### src/rtl/lslf_pkg.sv
// Shared types and constants for the least-squares line fit block.
`default_nettype none

package lslf_pkg;

    // Parameter defaults
    localparam int DEF_MAX_PAIRS   = 256;
    localparam int DEF_SAMPLE_BITS = 12;

    // Result format: signed Q16.16, quotient taken one extra bit for rounding
    localparam int RES_W       = 32;
    localparam int Q_FRAC_BITS = 16;
    localparam int ROUND_SHIFT = Q_FRAC_BITS + 1;
    localparam int QUOT_BITS   = 2 * ROUND_SHIFT;

    // Magnitude limits of the rounded quotient, positive and negative side
    localparam logic [QUOT_BITS-1:0] POS_LIMIT =
        {{(QUOT_BITS-RES_W+1){1'b0}}, {(RES_W-1){1'b1}}};
    localparam logic [QUOT_BITS-1:0] NEG_LIMIT =
        {{(QUOT_BITS-RES_W){1'b0}}, 1'b1, {(RES_W-1){1'b0}}};

    // Fit sequencer states
    typedef enum logic [3:0] {
        S_IDLE,
        S_MUL_LOAD,
        S_MUL_STEP,
        S_DEN_CHECK,
        S_ABS,
        S_DIV_INIT,
        S_DIV_OVF,
        S_DIV_STEP,
        S_ROUND,
        S_FINISH,
        S_DONE
    } t_fit_state;

    // Product terms, in evaluation order; odd ones are subtracted
    typedef enum logic [2:0] {
        T_N_SXX,
        T_SX_SX,
        T_N_SXY,
        T_SX_SY,
        T_SXX_SY,
        T_SX_SXY
    } t_term;

    // Status handed from the fit engine to the top level
    typedef struct packed {
        logic done;
        logic singular;
        logic saturated;
    } t_fit_status;

endpackage

`default_nettype wire

### src/rtl/least_squares_line_fit_top.sv
// Top level of the least-squares line fit: sample accumulation and result port.
//
//  Channel   Direction  Handshake             Payload
//  -------   ---------  --------------------  ------------------------------------------
//  sample    in         start & !busy         i_x_value, i_y_value, i_last_sample
//  result    out        o_result_valid strobe o_slope, o_intercept, o_singular, o_saturated
//
//  A sample without the last mark is accepted; busy stays low and the next
//  sample may follow in the next cycle.
//  A marked sample raises busy while the shared add/subtract unit works through six
//  shift-add products and two 34-step restoring divisions; a singular run ends after
//  the denominator, which is the first two products.
//  The result strobe lasts one cycle and the receiver cannot stall it; busy drops in
//  the cycle after the strobe. Reset is synchronous and clears all sums.
`default_nettype none

module least_squares_line_fit_top #(
    parameter int MAX_PAIRS   = lslf_pkg::DEF_MAX_PAIRS,
    parameter int SAMPLE_BITS = lslf_pkg::DEF_SAMPLE_BITS
) (
    input  wire logic                          i_clk,
    input  wire logic                          i_rst_n,
    input  wire logic                          start,
    output logic                               busy,
    input  wire logic signed [SAMPLE_BITS-1:0] i_x_value,
    input  wire logic signed [SAMPLE_BITS-1:0] i_y_value,
    input  wire logic                          i_last_sample,
    output logic                               o_result_valid,
    output logic signed [lslf_pkg::RES_W-1:0]  o_slope,
    output logic signed [lslf_pkg::RES_W-1:0]  o_intercept,
    output logic                               o_singular,
    output logic                               o_saturated
);

    import lslf_pkg::*;

    localparam int CNT_W = $clog2(MAX_PAIRS + 1);
    localparam int SUM_W = SAMPLE_BITS + CNT_W;
    localparam int SQ_W  = 2 * SAMPLE_BITS + CNT_W;

    logic [CNT_W-1:0]   r_count,  n_count;
    logic [SUM_W-1:0]   r_sum_x,  n_sum_x;
    logic [SUM_W-1:0]   r_sum_y,  n_sum_y;
    logic [SQ_W-1:0]    r_sum_xx, n_sum_xx;
    logic [SQ_W-1:0]    r_sum_xy, n_sum_xy;
    logic               r_busy,   n_busy;
    logic               r_go,     n_go;

    logic                          accept;
    logic signed [2*SAMPLE_BITS-1:0] w_xx;
    logic signed [2*SAMPLE_BITS-1:0] w_xy;
    t_fit_status                   w_status;
    logic [RES_W-1:0]              w_slope;
    logic [RES_W-1:0]              w_icpt;

    assign accept = start && !busy;
    assign w_xx   = (2*SAMPLE_BITS)'(i_x_value) * (2*SAMPLE_BITS)'(i_x_value);
    assign w_xy   = (2*SAMPLE_BITS)'(i_x_value) * (2*SAMPLE_BITS)'(i_y_value);

    // Accumulate one transaction, drop pairs past the run limit, clear after a result
    always_comb begin
        n_count  = r_count;
        n_sum_x  = r_sum_x;
        n_sum_y  = r_sum_y;
        n_sum_xx = r_sum_xx;
        n_sum_xy = r_sum_xy;
        n_busy   = r_busy;
        n_go     = accept && i_last_sample;
        if (accept && (r_count < CNT_W'(MAX_PAIRS))) begin
            n_count  = r_count + 1'b1;
            n_sum_x  = r_sum_x + {{(SUM_W-SAMPLE_BITS){i_x_value[SAMPLE_BITS-1]}}, i_x_value};
            n_sum_y  = r_sum_y + {{(SUM_W-SAMPLE_BITS){i_y_value[SAMPLE_BITS-1]}}, i_y_value};
            n_sum_xx = r_sum_xx + {{(SQ_W-2*SAMPLE_BITS){w_xx[2*SAMPLE_BITS-1]}}, w_xx};
            n_sum_xy = r_sum_xy + {{(SQ_W-2*SAMPLE_BITS){w_xy[2*SAMPLE_BITS-1]}}, w_xy};
        end
        if (accept && i_last_sample) begin
            n_busy = 1'b1;
        end else if (w_status.done) begin
            n_busy   = 1'b0;
            n_count  = '0;
            n_sum_x  = '0;
            n_sum_y  = '0;
            n_sum_xx = '0;
            n_sum_xy = '0;
        end
    end

    // Sums and control
    always_ff @(posedge i_clk) begin
        if (!i_rst_n) begin
            r_count  <= '0;
            r_sum_x  <= '0;
            r_sum_y  <= '0;
            r_sum_xx <= '0;
            r_sum_xy <= '0;
            r_busy   <= 1'b0;
            r_go     <= 1'b0;
        end else begin
            r_count  <= n_count;
            r_sum_x  <= n_sum_x;
            r_sum_y  <= n_sum_y;
            r_sum_xx <= n_sum_xx;
            r_sum_xy <= n_sum_xy;
            r_busy   <= n_busy;
            r_go     <= n_go;
        end
    end

    // Fit engine
    lslf_fit_engine #(
        .SAMPLE_BITS (SAMPLE_BITS),
        .MAX_PAIRS   (MAX_PAIRS),
        .CNT_W       (CNT_W),
        .SUM_W       (SUM_W),
        .SQ_W        (SQ_W)
    ) u_engine (
        .i_clk       (i_clk),
        .i_rst_n     (i_rst_n),
        .i_go        (r_go),
        .i_count     (r_count),
        .i_sum_x     (r_sum_x),
        .i_sum_y     (r_sum_y),
        .i_sum_xx    (r_sum_xx),
        .i_sum_xy    (r_sum_xy),
        .o_status    (w_status),
        .o_slope     (w_slope),
        .o_intercept (w_icpt)
    );

    // Result port
    assign busy           = r_busy;
    assign o_result_valid = w_status.done;
    assign o_slope        = w_slope;
    assign o_intercept    = w_icpt;
    assign o_singular     = w_status.singular;
    assign o_saturated    = w_status.saturated;

`ifndef ASSERT_OFF
    // A marked transaction always holds the block busy in the next cycle
    a_busy_on_last: assert property (@(posedge i_clk) disable iff (!i_rst_n)
        (start && !busy && i_last_sample) |=> busy)
        else $error("marked sample did not start a fit");

    // Results appear only while a fit is in progress
    a_result_in_fit: assert property (@(posedge i_clk) disable iff (!i_rst_n)
        o_result_valid |-> busy)
        else $error("result strobe outside a fit");

    // Sums are cleared once a result has gone out
    a_clear_after: assert property (@(posedge i_clk) disable iff (!i_rst_n)
        o_result_valid |=> (r_count == '0 && r_sum_x == '0 && r_sum_xx == '0))
        else $error("sums not cleared after a result");

    // The pair count never passes the run limit
    a_count_bound: assert property (@(posedge i_clk) disable iff (!i_rst_n)
        1'b1 |-> (r_count <= CNT_W'(MAX_PAIRS)))
        else $error("pair count beyond run limit");
`endif

endmodule

`default_nettype wire

### src/rtl/lslf_fit_engine.sv
// Fit engine: shared shift-add multiplier and restoring divider under a sequencer.
`default_nettype none

module lslf_fit_engine #(
    parameter int SAMPLE_BITS = lslf_pkg::DEF_SAMPLE_BITS,
    parameter int MAX_PAIRS   = lslf_pkg::DEF_MAX_PAIRS,
    parameter int CNT_W       = $clog2(MAX_PAIRS + 1),
    parameter int SUM_W       = SAMPLE_BITS + CNT_W,
    parameter int SQ_W        = 2 * SAMPLE_BITS + CNT_W
) (
    input  wire logic                        i_clk,
    input  wire logic                        i_rst_n,
    input  wire logic                        i_go,
    input  wire logic [CNT_W-1:0]            i_count,
    input  wire logic [SUM_W-1:0]            i_sum_x,
    input  wire logic [SUM_W-1:0]            i_sum_y,
    input  wire logic [SQ_W-1:0]             i_sum_xx,
    input  wire logic [SQ_W-1:0]             i_sum_xy,
    output lslf_pkg::t_fit_status            o_status,
    output logic [lslf_pkg::RES_W-1:0]       o_slope,
    output logic [lslf_pkg::RES_W-1:0]       o_intercept
);

    import lslf_pkg::*;

    // Products and their differences fit W bits; the adder has headroom for both uses
    localparam int W      = SQ_W + SUM_W + 1;
    localparam int AW     = ((W > QUOT_BITS) ? W : QUOT_BITS) + 2;
    localparam int STEPS  = (SUM_W > QUOT_BITS) ? SUM_W : QUOT_BITS;
    localparam int CTR_W  = $clog2(STEPS);

    t_fit_state             r_state,  n_state;
    t_term                  r_term,   n_term;
    logic [CTR_W-1:0]       r_cnt,    n_cnt;
    logic [W-1:0]           r_acc,    n_acc;
    logic [W-1:0]           r_mcand,  n_mcand;
    logic [SUM_W-1:0]       r_mplier, n_mplier;
    logic [W-1:0]           r_den,    n_den;
    logic [W-1:0]           r_rem,    n_rem;
    logic [QUOT_BITS-1:0]   r_dq,     n_dq;
    logic                   r_neg,    n_neg;
    logic                   r_ovf,    n_ovf;
    logic [RES_W-1:0]       r_slope,  n_slope;
    logic [RES_W-1:0]       r_icpt,   n_icpt;
    logic                   r_sing,   n_sing;
    logic                   r_sat,    n_sat;

    // Shared adder/subtractor
    logic [AW-1:0]          add_a;
    logic [AW-1:0]          add_b;
    logic                   add_sub;
    logic [AW-1:0]          add_sum;

    // Operand selection for the current product term
    logic [W-1:0]           op_a;
    logic [SUM_W-1:0]       op_b;
    logic                   term_sub;

    logic                   last_bit;
    logic                   fits;
    logic                   clip;
    logic [QUOT_BITS-1:0]   limit;
    logic [QUOT_BITS-1:0]   m_sel;

    assign add_sum = add_a + (add_b ^ {AW{add_sub}}) + AW'(add_sub);

    // Term operands: multiplicand sign-extended to W, multiplier kept two's complement
    always_comb begin
        op_a     = {{(W-SQ_W){i_sum_xx[SQ_W-1]}}, i_sum_xx};
        op_b     = {{(SUM_W-CNT_W){1'b0}}, i_count};
        term_sub = 1'b0;
        case (r_term)
            T_N_SXX: begin
                op_a = {{(W-SQ_W){i_sum_xx[SQ_W-1]}}, i_sum_xx};
                op_b = {{(SUM_W-CNT_W){1'b0}}, i_count};
            end
            T_SX_SX: begin
                op_a     = {{(W-SUM_W){i_sum_x[SUM_W-1]}}, i_sum_x};
                op_b     = i_sum_x;
                term_sub = 1'b1;
            end
            T_N_SXY: begin
                op_a = {{(W-SQ_W){i_sum_xy[SQ_W-1]}}, i_sum_xy};
                op_b = {{(SUM_W-CNT_W){1'b0}}, i_count};
            end
            T_SX_SY: begin
                op_a     = {{(W-SUM_W){i_sum_x[SUM_W-1]}}, i_sum_x};
                op_b     = i_sum_y;
                term_sub = 1'b1;
            end
            T_SXX_SY: begin
                op_a = {{(W-SQ_W){i_sum_xx[SQ_W-1]}}, i_sum_xx};
                op_b = i_sum_y;
            end
            T_SX_SXY: begin
                op_a     = {{(W-SQ_W){i_sum_xy[SQ_W-1]}}, i_sum_xy};
                op_b     = i_sum_x;
                term_sub = 1'b1;
            end
            default: begin
                op_a     = '0;
                op_b     = '0;
                term_sub = 1'b0;
            end
        endcase
    end

    // State register and datapath registers
    always_ff @(posedge i_clk) begin
        if (!i_rst_n) begin
            r_state <= S_IDLE;
            r_term  <= T_N_SXX;
            r_cnt   <= '0;
        end else begin
            r_state <= n_state;
            r_term  <= n_term;
            r_cnt   <= n_cnt;
        end
        r_acc    <= n_acc;
        r_mcand  <= n_mcand;
        r_mplier <= n_mplier;
        r_den    <= n_den;
        r_rem    <= n_rem;
        r_dq     <= n_dq;
        r_neg    <= n_neg;
        r_ovf    <= n_ovf;
        r_slope  <= n_slope;
        r_icpt   <= n_icpt;
        r_sing   <= n_sing;
        r_sat    <= n_sat;
    end

    // Sequencer: next state and the shared unit's operation
    always_comb begin
        n_state  = r_state;
        n_term   = r_term;
        n_cnt    = r_cnt;
        n_acc    = r_acc;
        n_mcand  = r_mcand;
        n_mplier = r_mplier;
        n_den    = r_den;
        n_rem    = r_rem;
        n_dq     = r_dq;
        n_neg    = r_neg;
        n_ovf    = r_ovf;
        n_slope  = r_slope;
        n_icpt   = r_icpt;
        n_sing   = r_sing;
        n_sat    = r_sat;
        add_a    = '0;
        add_b    = '0;
        add_sub  = 1'b0;
        last_bit = (r_cnt == CTR_W'(SUM_W - 1));
        fits     = 1'b0;
        limit    = r_neg ? NEG_LIMIT : POS_LIMIT;
        clip     = r_ovf || (r_dq > limit);
        m_sel    = clip ? limit : r_dq;

        case (r_state)
            S_IDLE: begin
                if (i_go) begin
                    n_acc   = '0;
                    n_term  = T_N_SXX;
                    n_sing  = 1'b0;
                    n_sat   = 1'b0;
                    n_state = S_MUL_LOAD;
                end
            end

            S_MUL_LOAD: begin
                n_mcand  = op_a;
                n_mplier = op_b;
                n_cnt    = '0;
                n_state  = S_MUL_STEP;
            end

            // One multiplier bit a cycle; the sign bit carries negative weight
            S_MUL_STEP: begin
                add_a   = {{(AW-W){r_acc[W-1]}}, r_acc};
                add_b   = {{(AW-W){r_mcand[W-1]}}, r_mcand};
                add_sub = last_bit ^ term_sub;
                if (r_mplier[0]) begin
                    n_acc = add_sum[W-1:0];
                end
                n_mcand  = {r_mcand[W-2:0], 1'b0};
                n_mplier = {1'b0, r_mplier[SUM_W-1:1]};
                n_cnt    = r_cnt + 1'b1;
                if (last_bit) begin
                    case (r_term)
                        T_N_SXX: begin
                            n_term  = T_SX_SX;
                            n_state = S_MUL_LOAD;
                        end
                        T_SX_SX:  n_state = S_DEN_CHECK;
                        T_N_SXY: begin
                            n_term  = T_SX_SY;
                            n_state = S_MUL_LOAD;
                        end
                        T_SX_SY:  n_state = S_ABS;
                        T_SXX_SY: begin
                            n_term  = T_SX_SXY;
                            n_state = S_MUL_LOAD;
                        end
                        T_SX_SXY: n_state = S_ABS;
                        default:  n_state = S_IDLE;
                    endcase
                end
            end

            // Denominator is never negative; zero means a singular run
            S_DEN_CHECK: begin
                n_den = r_acc;
                n_acc = '0;
                if (r_acc == '0) begin
                    n_sing  = 1'b1;
                    n_slope = '0;
                    n_icpt  = '0;
                    n_sat   = 1'b0;
                    n_state = S_DONE;
                end else begin
                    n_term  = T_N_SXY;
                    n_state = S_MUL_LOAD;
                end
            end

            // Numerator magnitude and sign
            S_ABS: begin
                n_neg   = r_acc[W-1];
                add_b   = {{(AW-W){r_acc[W-1]}}, r_acc};
                add_sub = r_acc[W-1];
                n_acc   = add_sum[W-1:0];
                n_state = S_DIV_INIT;
            end

            // Dividend is |num| << 17: top part to the remainder, rest queued
            S_DIV_INIT: begin
                n_rem   = r_acc >> ROUND_SHIFT;
                n_dq    = {r_acc[ROUND_SHIFT-1:0], {ROUND_SHIFT{1'b0}}};
                n_ovf   = 1'b0;
                n_state = S_DIV_OVF;
            end

            // Quotient would not fit the quotient register: clip straight away
            S_DIV_OVF: begin
                add_a   = AW'(r_rem);
                add_b   = AW'(r_den);
                add_sub = 1'b1;
                n_cnt   = '0;
                if (!add_sum[AW-1]) begin
                    n_ovf   = 1'b1;
                    n_state = S_FINISH;
                end else begin
                    n_state = S_DIV_STEP;
                end
            end

            // Restoring division, one quotient bit a cycle
            S_DIV_STEP: begin
                add_a   = AW'({r_rem, r_dq[QUOT_BITS-1]});
                add_b   = AW'(r_den);
                add_sub = 1'b1;
                fits    = !add_sum[AW-1];
                n_rem   = fits ? add_sum[W-1:0] : {r_rem[W-2:0], r_dq[QUOT_BITS-1]};
                n_dq    = {r_dq[QUOT_BITS-2:0], fits};
                n_cnt   = r_cnt + 1'b1;
                if (r_cnt == CTR_W'(QUOT_BITS - 1)) begin
                    n_state = S_ROUND;
                end
            end

            // Round half away from zero on the magnitude
            S_ROUND: begin
                add_a   = AW'(r_dq);
                add_b   = AW'(1'b1);
                n_dq    = add_sum[QUOT_BITS:1];
                n_state = S_FINISH;
            end

            // Saturate, restore the sign and store
            S_FINISH: begin
                add_b   = AW'(m_sel);
                add_sub = r_neg;
                n_sat   = r_sat | clip;
                if (r_term == T_SX_SY) begin
                    n_slope = add_sum[RES_W-1:0];
                    n_acc   = '0;
                    n_term  = T_SXX_SY;
                    n_state = S_MUL_LOAD;
                end else begin
                    n_icpt  = add_sum[RES_W-1:0];
                    n_state = S_DONE;
                end
            end

            S_DONE: begin
                n_state = S_IDLE;
            end

            default: begin
                n_state = S_IDLE;
            end
        endcase
    end

    // Outputs
    assign o_status.done      = (r_state == S_DONE);
    assign o_status.singular  = r_sing;
    assign o_status.saturated = r_sat;
    assign o_slope            = r_slope;
    assign o_intercept        = r_icpt;

`ifndef ASSERT_OFF
    // The result strobe lasts one cycle and the engine then goes idle
    a_done_once: assert property (@(posedge i_clk) disable iff (!i_rst_n)
        (r_state == S_DONE) |=> (r_state == S_IDLE))
        else $error("fit engine did not return to idle after a result");

    // A singular result carries zero slope and intercept and no clip
    a_singular_zero: assert property (@(posedge i_clk) disable iff (!i_rst_n)
        (o_status.done && o_status.singular) |->
            (o_slope == '0 && o_intercept == '0 && !o_status.saturated))
        else $error("singular result with non-zero fields");

    // Division only ever starts with a positive denominator
    a_den_positive: assert property (@(posedge i_clk) disable iff (!i_rst_n)
        (r_state == S_DIV_OVF) |-> (r_den != '0 && !r_den[W-1]))
        else $error("division started with a non-positive denominator");

    // Partial remainder stays below the denominator throughout the division
    a_rem_bound: assert property (@(posedge i_clk) disable iff (!i_rst_n)
        (r_state == S_DIV_STEP) |-> (r_rem < r_den))
        else $error("partial remainder out of range");
`endif

endmodule

`default_nettype wire
### config.mk
export PLATFORM = sky130hd
export DESIGN_NAME = least_squares_line_fit_top
export DESIGN_NICKNAME = d
export VERILOG_FILES = /design/src/rtl/lslf_pkg.sv /design/src/rtl/least_squares_line_fit_top.sv /design/src/rtl/lslf_fit_engine.sv
export SDC_FILE = /design/constraint.sdc
export NUM_CORES = 2
export LEC_CHECK = 0
export ABC_AREA = 0
export BUFFER_PORTS_ARGS = -buffer_cell sky130_fd_sc_hd__buf_2
export CAP_MARGIN = 0
export CORE_ASPECT_RATIO = 0.75
export CORE_UTILIZATION = 55
export CTS_CLUSTER_SIZE = 25
export DETAILED_ROUTE_END_ITERATION = 12
export PLACE_DENSITY = 0.71
export SYNTH_ARGS = -nofsm -noshare
export SYNTH_HDL_FRONTEND = slang
export SYNTH_HIERARCHICAL = 1
export SYNTH_SLANG_ARGS = --single-unit
### constraint.sdc
create_clock -name i_clk -period 10.9 [get_ports i_clk]
set_clock_uncertainty 0.2 [all_clocks]
set_input_delay 1.635 -clock i_clk [delete_from_list [all_inputs] [get_ports i_clk]]
set_output_delay 1.635 -clock i_clk [all_outputs]
set_load 0.005 [all_outputs]
==> out/summary.txt <==
Run status = completed
Post-synth EDFFs = 343
GRT Total Usage = 31.39%
Gpl congestion = 1.006
Total of max-cap violations = 0
Maximum single-stage delay on the critical path = 820 ps
Dpl ws = 973.2 ps
1st-pass router iterations = 6
Post-Route Setup TNS = 0 ps
Cts bufs inserted = 49
Synthesized cell area = 0.04199 mm²
Distinct cells, synth = 96
Synth area leaders = edfxtp_1, fa_1, ha_1
Period utilisation layout = 86.31%
# IOs = 96
Synth warnings = 6
Area leader, netlist = edfxtp_1
Synth top area share = 24.53%
CTS tree = done
Global-route wire length before repair = 190.7 mm
Seq/Total Area, Yosys = 30.82%
Worst-path clk slew = 60 ps
Detailed placement HPWL = 88.10 mm
Slowest-stage cell, CP = nor3_2
Synth Register Bits = 475
Synth Flop Type = edfxtp_1
Core ar. = 0.07533 mm²
Worst-margin pin slew = 1348 ps
Highest net fanout along the worst path = 14
Overflow after GRT = 0
Synth top cells by count = nand2_1, inv_1, edfxtp_1, nor2_1, a21oi_1
Layout cells sized above 1 = 6.042%
Synthesized Nets = 5,233
Critical path class = in2reg
Syn avg cell area = 9.063 µm²
Die area = 0.07746 mm²
Routed Antenna Nets = 0
Final worst slack = 1493 ps
Max-slew violation count = 0
Slew margin rel. = 9.924%
PostCTS Resize Cnt = 0
Worst EP arrival = 9740 ps
Worst Path Required = 11,230 ps
1st-iter DRT viols = 4,079
DRC violations left = 0
Peak VDD IR = 0.0005066 V
Final setup viols = 0
Nets@finish = 5,161
Cells after Synth = 4,633
Startpoint types = input port
Clock root cell = clkbuf_16
Hold Fails Final Rpt = 0
Async set-reset flop share out of synthesis = 0%
RSZ-0062 raised after global routing = false
Post-Route WL = 121.7 mm
Largest net degree at the start of global routing = 93
Area growth syn-to-layout = 6.845%
HP Class = reg2reg
CTS Buffer Depth = 3
Rows = 87
Type of destination of the critical path = register
Clock Latency Late Sink = 630 ps
Port Buffers = 95
TritonCTS sink count = 475
Vias per inst = 6.187
CTS H-tree depth = 2
Routed len/inst = 21.64 µm
Starting Density = 55.74%
Initial antenna violation count = 2
Via count = 34,800
Leak pwr = 19.57 nW
Most common cell in the synthesized netlist = nand2_1
Post-CTS setup buffer count = 0
Vias in the first global route = 33,250
Power per standard cell area = 332.2 mW/mm²
Hold-fix buffer count after cts = 0
Crit path time final = 9407 ps
Fmax = 106.3 MHz
Die width = 321.0 µm
Die Y = 241.3 µm
placed cells by master (no fill, tap or decap), drive strengths merged, types with 19 or more instances in the layout:
cell type    n
xnor2      145
ha         305
nor4        28
and3        32
nand2b      24
dfxtp      132
a211oi      31
a21o       110
inv        471
a222oi      53
xor2        74
nand4       33
nor3        45
fa         267
buf        135
nor2b       80
a31oi       24
o21a        61
clkbuf      60
nand3       45
o21ai      236
nor2       343
a22oi      136
nand2      540
o21bai      41
edfxtp     343
and2       113
mux2i       93
a21oi      319
o221ai      42
clkinv      19
final timing paths:
kind | startpoint | endpoint | slack [ps] | cells past startpoint
max | i_x_value[11] | r_sum_xx[32]$_SDFF_PN0_ | 1490 | 29
min | u_engine/r_cnt[1]$_SDFFE_PN0P_ | u_engine/r_cnt[1]$_SDFFE_PN0P_ | 280 | 2
max reg2reg | u_engine/r_neg$_DFFE_PN_ | u_engine/r_rem[6]$_DFFE_PP_ | 1800 | 23
min reg2reg | u_engine/r_cnt[1]$_SDFFE_PN0P_ | u_engine/r_cnt[1]$_SDFFE_PN0P_ | 280 | 2
report_power, final:
part	total (mW)	internal (mW)	switching [mW]
Combinational	10.8	4.64	6.18
Sequential	2.29	2.11	0.181
Clock	1.79	1.03	0.764
critical path: cells and delay by family:
family	cells	cell delay, ps
simple gates	7	1850
fa+ha+maj	7	3590
compound gates	8	1680
xor+xnor	1	150
buf+inv	6	790
metal layers:
layer | track usage, % | up-vias | wire [µm]
met2 | 45.66 | 1690 | 49970
met4 | 7.201 | 2 | 2514
met3 | 7.281 | 181 | 14000
li1 | - | 16100 | -
met5 | 0 | - | 11
met1 | 47.14 | 16830 | 55240
cell families after synthesis:
logic type               after synthesis  synth area share, %
AO/OA/AOI/OAI                       1177                18.59
flip-flops                           475                30.82
XOR/XNOR                             219                4.568
adder cells (fa/ha/maj)              572                21.82
buffers and inverters                727                6.585
AND/OR/NAND/NOR                     1358                15.05
multiplexers                         105                2.569
registers in the layout, summed over array words and instances, names as in the netlist:
| name | cells |
|---|---|
| u_engine/r_state | 4 |
| busy | 1 |
| r_sum_xx | 33 |
| u_engine/r_cnt | 6 |
| u_engine/o_intercept | 32 |
| u_engine/r_dq | 34 |
| u_engine/r_sing | 1 |
| r_count | 9 |
| u_engine/r_acc | 55 |
| u_engine/r_rem | 55 |
| r_go | 1 |
| u_engine/o_slope | 32 |
| u_engine/r_neg | 1 |
| r_sum_y | 21 |
| u_engine/r_mplier | 21 |
| u_engine/r_term | 3 |
| u_engine/r_den | 55 |
| u_engine/r_sat | 1 |
| u_engine/r_mcand | 55 |
| r_sum_x | 21 |
| u_engine/r_ovf | 1 |
| r_sum_xy | 33 |
stage by stage:
stage                     instance area (µm²)  util, %  hold slack, ps  power (mW)  std cells
after global routing                    44860    59.55           287.2       16.40       5624
after detailed placement                43200    57.36           270.4       13.01       5533
after global placement                  43200    57.36           259.5       12.92       5533
after CTS                               44860    59.55           277.9       14.85       5624
final                                   44860    59.56           281.5       14.90       5625
after floorplan                         41990        -           244.6       10.90       4633
layout make-up:
class | count | area [µm²]
well taps | 1023 | 1280
inverters | 469 | 1760
flip-flops and latches | 475 | 12950
repair buffers | 135 | 788.3
clock inverters | 31 | 336.6
diodes | 1 | 2.502
fillers | 6655 | 30460
clock buffers | 60 | 1320
multi-input cells | 3431 | 26430
Power figures use the tool's default switching activity.
